File: src/zre_pkg.sv
// Shared types and constants for the zero-run encoder.
package zre_pkg;

  // Width of the run-length field, in bytes (little-endian on the output).
  localparam int COUNT_BYTES = 2;
  localparam int RUN_W       = 8 * COUNT_BYTES;
  localparam int CAP_W       = 24;
  localparam int LOST_W      = 32;
  // Step counter: holds the per-item byte count, up to COUNT_BYTES + 2.
  localparam int STEP_W      = $clog2(COUNT_BYTES + 3);

  localparam logic [RUN_W-1:0]  RUN_FULL     = '1;
  localparam logic [STEP_W-1:0] TOKEN_BYTES  = STEP_W'(COUNT_BYTES + 1);
  localparam logic [7:0]        ZERO_MARKER  = 8'h00;
  localparam logic [CAP_W-1:0]  CAP_RESET    = '1;

  typedef struct packed {
    logic [7:0] data_byte;
    logic       last_byte;
  } in_item_t;

  typedef struct packed {
    logic [7:0]        out_byte;
    logic              byte_valid;
    logic              run_last;
    logic              buffer_end;
    logic [CAP_W-1:0]  written_count;
    logic [LOST_W-1:0] dropped_count;
  } out_item_t;

  // Command from the classifier to the emitter: an optional run token
  // followed by an optional raw byte.
  typedef struct packed {
    logic             token;
    logic [RUN_W-1:0] run;
    logic             has_byte;
    logic [7:0]       raw;
    logic             last;
  } cmd_t;

endpackage

File: src/zre_fifo.sv
// Small register-based FIFO used between the stages and at the output.
module zre_fifo
  #(parameter int WIDTH = 8,
    parameter int DEPTH = 2)
  (input  logic             clk,
   input  logic             rst,
   input  logic             push,
   input  logic [WIDTH-1:0] wr_data,
   output logic             full,
   input  logic             pop,
   output logic [WIDTH-1:0] rd_data,
   output logic             empty);

  localparam int PTR_W = (DEPTH > 1) ? $clog2(DEPTH) : 1;
  localparam int CNT_W = $clog2(DEPTH + 1);
  localparam logic [PTR_W-1:0] LAST_PTR = PTR_W'(DEPTH - 1);
  localparam logic [CNT_W-1:0] FULL_CNT = CNT_W'(DEPTH);

  logic [WIDTH-1:0] mem [DEPTH];
  logic [PTR_W-1:0] wr_ptr;
  logic [PTR_W-1:0] rd_ptr;
  logic [CNT_W-1:0] count;
  logic             do_push;
  logic             do_pop;

  assign full    = (count == FULL_CNT);
  assign empty   = (count == '0);
  assign do_push = push && !full;
  assign do_pop  = pop && !empty;
  assign rd_data = mem[rd_ptr];

  always_ff @(posedge clk) begin
    if (rst) begin
      wr_ptr <= '0;
      rd_ptr <= '0;
      count  <= '0;
    end else begin
      if (do_push) begin
        wr_ptr <= (wr_ptr == LAST_PTR) ? '0 : wr_ptr + PTR_W'(1);
      end
      if (do_pop) begin
        rd_ptr <= (rd_ptr == LAST_PTR) ? '0 : rd_ptr + PTR_W'(1);
      end
      if (do_push && !do_pop) begin
        count <= count + CNT_W'(1);
      end else if (do_pop && !do_push) begin
        count <= count - CNT_W'(1);
      end
    end
  end

  always_ff @(posedge clk) begin
    if (do_push) begin
      mem[wr_ptr] <= wr_data;
    end
  end

endmodule

File: src/zre_front.sv
// Front stage: tracks the pending zero run and turns items into commands (zero bytes inside a run make none).
module zre_front
  import zre_pkg::*;
  (input  logic     clk,
   input  logic     rst,
   input  logic     accept,
   input  in_item_t item,
   output logic     cmd_push,
   output cmd_t     cmd);

  logic [RUN_W-1:0] zero_run;
  logic [RUN_W-1:0] zero_run_next;
  logic [RUN_W-1:0] run_inc;
  logic [RUN_W-1:0] run_after;

  always_comb begin
    run_inc       = zero_run + RUN_W'(1);
    cmd.raw       = item.data_byte;
    cmd.last      = item.last_byte;
    if (item.data_byte != 8'h00) begin
      cmd.token    = (zero_run != '0);
      cmd.run      = zero_run;
      cmd.has_byte = 1'b1;
      run_after    = '0;
    end else begin
      // counter hit all ones: flush the token right away
      cmd.token    = (run_inc == RUN_FULL);
      cmd.run      = run_inc;
      cmd.has_byte = 1'b0;
      run_after    = cmd.token ? '0 : run_inc;
    end
    if (item.last_byte && run_after != '0) begin
      cmd.token = 1'b1;
      cmd.run   = run_after;
    end
    zero_run_next = item.last_byte ? '0 : run_after;
    cmd_push      = accept && (cmd.token || cmd.has_byte);
  end

  always_ff @(posedge clk) begin
    if (rst) begin
      zero_run <= '0;
    end else if (accept) begin
      zero_run <= zero_run_next;
    end
  end

endmodule

File: src/zre_back.sv
// Back stage: emits command bytes one per cycle while the result queue has room, applies capacity, keeps totals.
module zre_back
  import zre_pkg::*;
  (input  logic             clk,
   input  logic             rst,
   input  logic [CAP_W-1:0] capacity,
   input  cmd_t             cmd,
   input  logic             cmd_empty,
   output logic             cmd_pop,
   input  logic             res_full,
   output logic             res_push,
   output out_item_t        res);

  logic [STEP_W-1:0]  idx;
  logic [STEP_W-1:0]  idx_next;
  logic [CAP_W-1:0]   kept;
  logic [CAP_W-1:0]   kept_next;
  logic [LOST_W-1:0]  lost;
  logic [LOST_W-1:0]  lost_next;

  logic               go;
  logic [STEP_W-1:0]  n_bytes;
  logic [STEP_W-1:0]  left;      // bytes of this item still to come, this one included
  logic [STEP_W-1:0]  tok_sel;
  logic [RUN_W-1:0]   run_shift;
  logic [7:0]         cur_byte;
  logic               room;
  logic               final_kept;
  logic [CAP_W-1:0]   kept_inc;
  logic [LOST_W:0]    lost_sum;
  logic [LOST_W-1:0]  lost_sat;

  always_comb begin
    go        = !cmd_empty && !res_full;
    n_bytes   = (cmd.token ? TOKEN_BYTES : '0) + STEP_W'(cmd.has_byte);
    left      = n_bytes - idx;
    tok_sel   = idx - STEP_W'(1);
    run_shift = cmd.run >> {tok_sel, 3'b000};
    if (cmd.token && idx == '0) begin
      cur_byte = ZERO_MARKER;
    end else if (cmd.token && idx < TOKEN_BYTES) begin
      cur_byte = run_shift[7:0];
    end else begin
      cur_byte = cmd.raw;
    end

    room     = (kept < capacity);
    kept_inc = kept + CAP_W'(1);
    // once this byte is kept, the rest of the item is dropped if capacity is now used up
    final_kept = (left == STEP_W'(1)) || (kept_inc == capacity);
    // drops charged now: later bytes when kept, all remaining bytes otherwise
    lost_sum = {1'b0, lost} + (LOST_W + 1)'(room ? left - STEP_W'(1) : left);
    lost_sat = lost_sum[LOST_W] ? '1 : lost_sum[LOST_W-1:0];

    res           = '0;
    res_push      = 1'b0;
    cmd_pop       = 1'b0;
    idx_next      = idx;
    kept_next     = kept;
    lost_next     = lost;

    if (go) begin
      if (room) begin
        res_push       = 1'b1;
        res.out_byte   = cur_byte;
        res.byte_valid = 1'b1;
        res.run_last   = final_kept;
        kept_next      = kept_inc;
        if (final_kept) begin
          cmd_pop   = 1'b1;
          idx_next  = '0;
          lost_next = lost_sat;
          if (cmd.last) begin
            res.buffer_end    = 1'b1;
            res.written_count = kept_inc;
            res.dropped_count = lost_sat;
          end
        end else begin
          idx_next = idx + STEP_W'(1);
        end
      end else begin
        // no byte of this item is kept; only the buffer end reports
        cmd_pop   = 1'b1;
        idx_next  = '0;
        lost_next = lost_sat;
        if (cmd.last) begin
          res_push          = 1'b1;
          res.run_last      = 1'b1;
          res.buffer_end    = 1'b1;
          res.written_count = kept;
          res.dropped_count = lost_sat;
        end
      end
      if (cmd_pop && cmd.last) begin
        kept_next = '0;
        lost_next = '0;
      end
    end
  end

  always_ff @(posedge clk) begin
    if (rst) begin
      idx  <= '0;
      kept <= '0;
      lost <= '0;
    end else begin
      idx  <= idx_next;
      kept <= kept_next;
      lost <= lost_next;
    end
  end

endmodule

File: src/zero_run_encoder_top.sv
// Top level of the zero-run encoder: front classifier, command queue, emitter, result queue.
//
// One source byte is taken per cycle while the command queue has room. A
// nonzero byte makes one emitter result, a run token makes COUNT_BYTES+1
// results (marker plus little-endian length), so an item that closes a run
// makes up to COUNT_BYTES+2 results; the emitter, which writes one result
// per cycle into the result queue while that queue has room, sets the
// sustained rate. Zero bytes inside a run take no emitter time. Bytes past
// the capacity register are dropped, and once the capacity is used up the
// rest of an item is dropped as a whole rather than byte by byte. The last
// result of each buffer carries the kept and dropped totals. Write the
// capacity only while the block is idle.
module zero_run_encoder_top
  import zre_pkg::*;
  #(parameter int CMD_DEPTH = 2,
    parameter int OUT_DEPTH = 2)
  (input  logic             clk,
   input  logic             rst,
   input  logic             push,
   input  in_item_t         item,
   output logic             full,
   input  logic             pop,
   output out_item_t        result,
   output logic             empty,
   input  logic             cfg_valid,
   output logic             cfg_ready,
   input  logic [CAP_W-1:0] cfg_data);

  logic [CAP_W-1:0] capacity;
  logic             accept;
  logic             cmd_push;
  cmd_t             cmd_in;
  cmd_t             cmd_head;
  logic             cmd_empty;
  logic             cmd_pop;
  logic             res_full;
  logic             res_push;
  out_item_t        res;

  assign cfg_ready = 1'b1;
  assign accept    = push && !full;

  always_ff @(posedge clk) begin
    if (rst) begin
      capacity <= CAP_RESET;
    end else if (cfg_valid && cfg_ready) begin
      capacity <= cfg_data;
    end
  end

  zre_front u_front (
    .clk      (clk),
    .rst      (rst),
    .accept   (accept),
    .item     (item),
    .cmd_push (cmd_push),
    .cmd      (cmd_in)
  );

  zre_fifo #(.WIDTH($bits(cmd_t)), .DEPTH(CMD_DEPTH)) u_cmd_q (
    .clk     (clk),
    .rst     (rst),
    .push    (cmd_push),
    .wr_data (cmd_in),
    .full    (full),
    .pop     (cmd_pop),
    .rd_data (cmd_head),
    .empty   (cmd_empty)
  );

  zre_back u_back (
    .clk       (clk),
    .rst       (rst),
    .capacity  (capacity),
    .cmd       (cmd_head),
    .cmd_empty (cmd_empty),
    .cmd_pop   (cmd_pop),
    .res_full  (res_full),
    .res_push  (res_push),
    .res       (res)
  );

  zre_fifo #(.WIDTH($bits(out_item_t)), .DEPTH(OUT_DEPTH)) u_out_q (
    .clk     (clk),
    .rst     (rst),
    .push    (res_push),
    .wr_data (res),
    .full    (res_full),
    .pop     (pop),
    .rd_data (result),
    .empty   (empty)
  );

endmodule
File: config.mk
export PLATFORM = sky130hd
export DESIGN_NAME = zero_run_encoder_top
export DESIGN_NICKNAME = d
export VERILOG_FILES = /design/src/zre_pkg.sv /design/src/zre_fifo.sv /design/src/zre_front.sv /design/src/zre_back.sv /design/src/zero_run_encoder_top.sv
export SDC_FILE = /design/constraint.sdc
export NUM_CORES = 1
export LEC_CHECK = 0
export BUFFER_PORTS_ARGS = -buffer_cell sky130_fd_sc_hd__buf_2
export CORE_MARGIN = 5
export CORE_UTILIZATION = 55
export DETAILED_ROUTE_END_ITERATION = 6
export PLACE_DENSITY = 0.8
export SLEW_MARGIN = 5
export SYNTH_ARGS = -nofsm -noshare
export SYNTH_HDL_FRONTEND = slang
export SYNTH_SLANG_ARGS = --single-unit
File: constraint.sdc
create_clock -name clk -period 7.2 [get_ports clk]
set_input_delay 1.44 -clock clk [delete_from_list [all_inputs] [get_ports clk]]
set_output_delay 1.44 -clock clk [all_outputs]
set_load 0.1 [all_outputs]
# == Yosys cells after proc, flatten, opt, wreduce, memory -nomap -nowiden ==
# Memory sizes are Yosys's and may differ from the RTL's. A register that Yosys moved wholly into a read port is not among the register bits.
# Cells that the tools add are included.
# Widths: inputs -> output; s select.
# totals
ram_bits,188
inputBits,38
wordCells,120
ff_bits,107
output_inout_bits,70
n_memories,2
# op_classes
n_shift,1
n_eq_ne,6
magnitude_cmp,2
n_reduce_logical,36
mux,46
addsub,16
# memory_table
name,words,width,rd,rd_clocked_by_memory_dff,write_ports,line,text
u_out_q.mem,2,67,1,1,1,zre_fifo.sv:19,logic [WIDTH-1:0] mem [DEPTH];
u_cmd_q.mem,2,27,1,1,1,zre_fifo.sv:19,
# op_table
op,count
$mux 32,4
$mux 58,2
$mux 57,2
$mux 67,1
$mux 16,3
$mux 24,2
$add 32x33->33,1
$mux 33,1
$reduce_bool 16->1,2
$add 24x1->24 const B,1
$eq 24x24->1,1
$lt 24x24->1,1
$mux 1,19
$mux 18,1
$mux 17,1
$add 16x1->16 const B,1
$eq 16x16->1 const B,1
$mux 8,2
$shr 16x6->8,1
$logic_and 1x1->1,15
$mux 2,5
$mux 9,1
$logic_not 1->1,8
$reduce_bool 8->1,1
other kinds (18),30

# == Logic depth before layout (Yosys ltp) ==
# depth
word_depth,14
ltp_mapped,26
mapped_depth_nobuf,22

# == By module ==
# Synthesis repeated with hierarchy kept, for this count alone.
# hier_totals
cells_unflattened,1539
hier_area_um2,16458.3
# by_module_without_submodules
module,area_per_inst_um2,cells_each,instances,seq_area_each_um2
zre_back,6706.4,894,1,1181.1
zre_fifo at u_out_q,5052.3,233,1,4124.0
zre_fifo at u_cmd_q,2163.3,109,1,1721.7
zre_front,1621.6,221,1,320.3
zero_run_encoder_top,914.6,82,1,480.5

# == Least setup slack after synthesis ==
# Ideal clock, no wire load.
# synth_timing
kind,register -> register
from,register with a tool-made name
to,memory u_out_q.mem[0][10] (netlist name) (data pin)
setup_time_ns,0.281
synth_period_minus_slack_ns,6.676
path_buffers,5
stages_incl_launch_ff,25
arrival_ns,6.395
path_slack_ns,0.524
required_ns,6.919
path_cell_list,dfxtp_1 clkbuf_1 clkbuf_1 mux2_2 ha_1 inv_1 fa_1 xor2_1 xnor2_1 and3_1 and3_1 ha_1 clkbuf_1 and4_1 and3_1 a211o_1 a2bb2oi_1 o21a_1 o21ai_1 a31oi_1 o21a_1 or2_2 clkbuf_1 clkbuf_1 a21oi_2
# synth_lines
element,line
"end, declared",zre_fifo.sv:19

==> run metrics <==
reg2reg setup slack=940 ps; DP Wirelength=~25000 um; I/O pin total=108; Worst EP arrival=about 6500 ps; worst min-delay path category=register to register; CTS clock-pin slew for the worst setup and hold paths=about 60 ps; crit path kind=register to register; synthesized flop and latch total=297; DRC Markers=0; CP startpoint kind=register; Max transition margin=about 22%; placer congestion estimate=around 0.92; synthesized instance count=1528; Yosys warnings=0; fin nets=between 1500 and 2000; r2r endpoint=u_out_q.mem[1][0]; fin crit period=approximately 6300 ps; final worst slack=935 ps; Avg Cell Area, Syn=approximately 11 um2; largest net degree at the start of global routing=around 70; grt ovf=0; Final Setup Violations=0; Post-CTS Hold Fix Bufs=0; max_cap viols=0; Non-Filler Instances=1995; Reg2Reg Depth=22; sequential fraction of the synthesis area=48.3%; Rows=62; worst-path maximum fanout=28; Power Dens Cells=around 450 mW/mm2; clk sinks=297; area grow syn2layout=10.8%; DIE AREA=about 0.033 mm2; Hold EP=u_back.lost[25]; CTS Buffer Depth=3; Overall Power=8070 uW; Sequential Power Share=roughly 29%; H-tree Lvls=1; status=finished clean; Placeable Area=0.0289 mm2; fin crit share=around 87%; syn nets=roughly 1600; Most used DFF post-synth=edfxtp_1; Placed Cells=between 1500 and 2000; GRT Total Usage=21.7%; Synth cell types=84; Vias=around 12000; Post-CTS Resized=0; initial antenna violation count=0; Synth Cell Area=0.0162 mm2; Fin Setup TNS=0 ps; DR iter-0 viols=roughly 1000; Final Core Density=between 60% and 70%; Pint=around 4200 uW; vias per cell=~6; total CTS buffers=30; Post-synth EDFFs=188; clk root buf=clkbuf_16; final number of max-transition violations=0; RSZ-0062 raised after global routing=no; hold path start=u_back.lost[25]; clock power share=~20%; # Post-CTS Setup Buffers=0; TritonCTS clock tree=yes; WHS Path Cells=1; vias in the first global route=11700; share of cells above drive strength 1=roughly a fifth; Critical Path Sink Type=register; maximum VDD drop=407 uV; die extent in y=182 um; Psw=around 3900 uW; mean routed wirelength per cell=18.3 um; Worst Max-Slew Pin Slew=between 1000 and 1500 ps; Critical R2R Launch=u_back.kept[17]; pre-CTS WS=roughly 950 ps; ys async rst share=0%; DRT antenna net count=0; CP required=approximately 7500 ps; DR pass1 iterations=6; drt total wl=36500 um; global-route wire length before repair=approximately 60000 um; Fin Clk Skew=between 10 and 15 ps; Clk Latency, worst-skew pair=~560 ps; Peak Freq=around 160 MHz; Die Wd=approximately 180 um; Comb pwr share=approximately half; LEAKAGE=roughly 0.007 uW; Port Buffers=106; ANT cells=0; Starting Density=a little under three fifths; Hold Violations, Final=0; Sw Share=approximately 48%
## cell families after synthesis
logic type,share of synthesized area [%]
AND/OR/NAND/NOR,13.2
AO/OA/AOI/OAI,16.3
flip-flops,48.3
buffers and inverters,4.24
XOR/XNOR,5.51
multiplexers,6.85
adder cells (fa/ha/maj),5.65
other,0.0231
## registers in the layout, indices dropped and copies added, names as in the netlist, 2 cells and up, named ones only
name / cells
u_back.kept: 24
u_cmd_q.mem: 54
u_out_q.count: 2
u_cmd_q.count: 2
u_out_q.mem: 134
u_front.zero_run: 16
capacity: 24
u_back.lost: 32
u_back.idx: 3
## cells in the final DEF, fill, tap and decap left out, types with 26 or more instances in the layout
| cell | instances |
|---|---|
| inv_1 | 67 |
| a21o_1 | 28 |
| mux2_2 | 72 |
| a22o_1 | 29 |
| dfxtp_1 | 108 |
| buf_2 | 106 |
| nor2_1 | 96 |
| ha_1 | 70 |
| o21ai_0 | 93 |
| o211ai_1 | 30 |
| clkbuf_16 | 31 |
| nand2_1 | 97 |
| edfxtp_1 | 188 |
| a21oi_1 | 89 |
| xnor2_1 | 57 |
| xor2_1 | 45 |
| or3_1 | 30 |
| nand3_1 | 26 |
## power groups by stage
stage / clock, uW / combinational (uW) / sequential (uW)
finish: 1610 / 4120 / 2330
global route: 1710 / 4410 / 2360
CTS: 1640 / 4140 / 2330
detailed placement: 0 / 4110 / 2360
global placement: 0 / 4030 / 2340
floorplan: 0 / 3350 / 2340
## how the worst max path moves through the flow
stage                         start            endpoint  cells after the start
floorplan                  register  u_out_q.mem[0][10]                     24
global placement      u_back.idx[0]   u_out_q.mem[0][1]                     20
detailed placement    u_back.idx[0]   u_out_q.mem[1][0]                     20
CTS                        register   u_out_q.mem[1][0]                     21
global route           capacity[17]   u_out_q.mem[1][0]                     19
finish              u_back.kept[17]   u_out_q.mem[1][0]                     22
## per-stage QoR
stage / hold WS, ps / area (um2)
finish: 485 / 18000
global route: 505 / 18000
CTS: 490 / 18000
detailed placement: 471 / 16900
global placement: 470 / 16900
floorplan: 439 / 16200
## synth_stat cells, types with 45 or more instances
cell type / n / area (um2)
a21oi_1: 89 / 445
dfxtp_1: 109 / 2180
edfxtp_1: 188 / 5650
xnor2_1: 57 / 499
nor2_1: 98 / 368
xor2_1: 45 / 394
nand2_1: 97 / 364
ha_1: 70 / 876
clkbuf_1: 64 / 240
o21ai_0: 93 / 465
inv_1: 67 / 251
mux2_2: 72 / 811
## metal layers
layer  global-route usage, %  vias up  wire, um
li1                        -     5777         -
met1                    29.2     5784     15700
met2                    37.2      410     17800
met3                    2.72       78      2030
met4                    5.64        0       882
met5                       0        -         0
## worst max-delay path, stage by stage (launching register included)
cell,delay [ps]
dfxtp_1,510
ha_1,310
a21o_1,160
a21o_1,170
a21oi_1,190
nand2_1,90
o31ai_1,740
and2_1,310
buf_4,300
nor2_1,80
a21o_1,190
inv_1,80
fa_1,210
nor2b_1,70
o31a_1,270
a211o_1,280
a2bb2oi_1,240
o21a_1,230
o21ai_1,130
a31oi_1,290
o21a_1,190
or2_2,670
a21oi_1,220
## area by class of cell
class,count,area (um2)
multi-input cells,1067,7720
repair buffers,121,643
inverters,70,263
fillers,2258,11000
clock inverters,13,175
flip-flops and latches,297,7830
clock buffers,43,861
well taps,384,480
No activity file was read; power rests on OpenSTA's default activity.
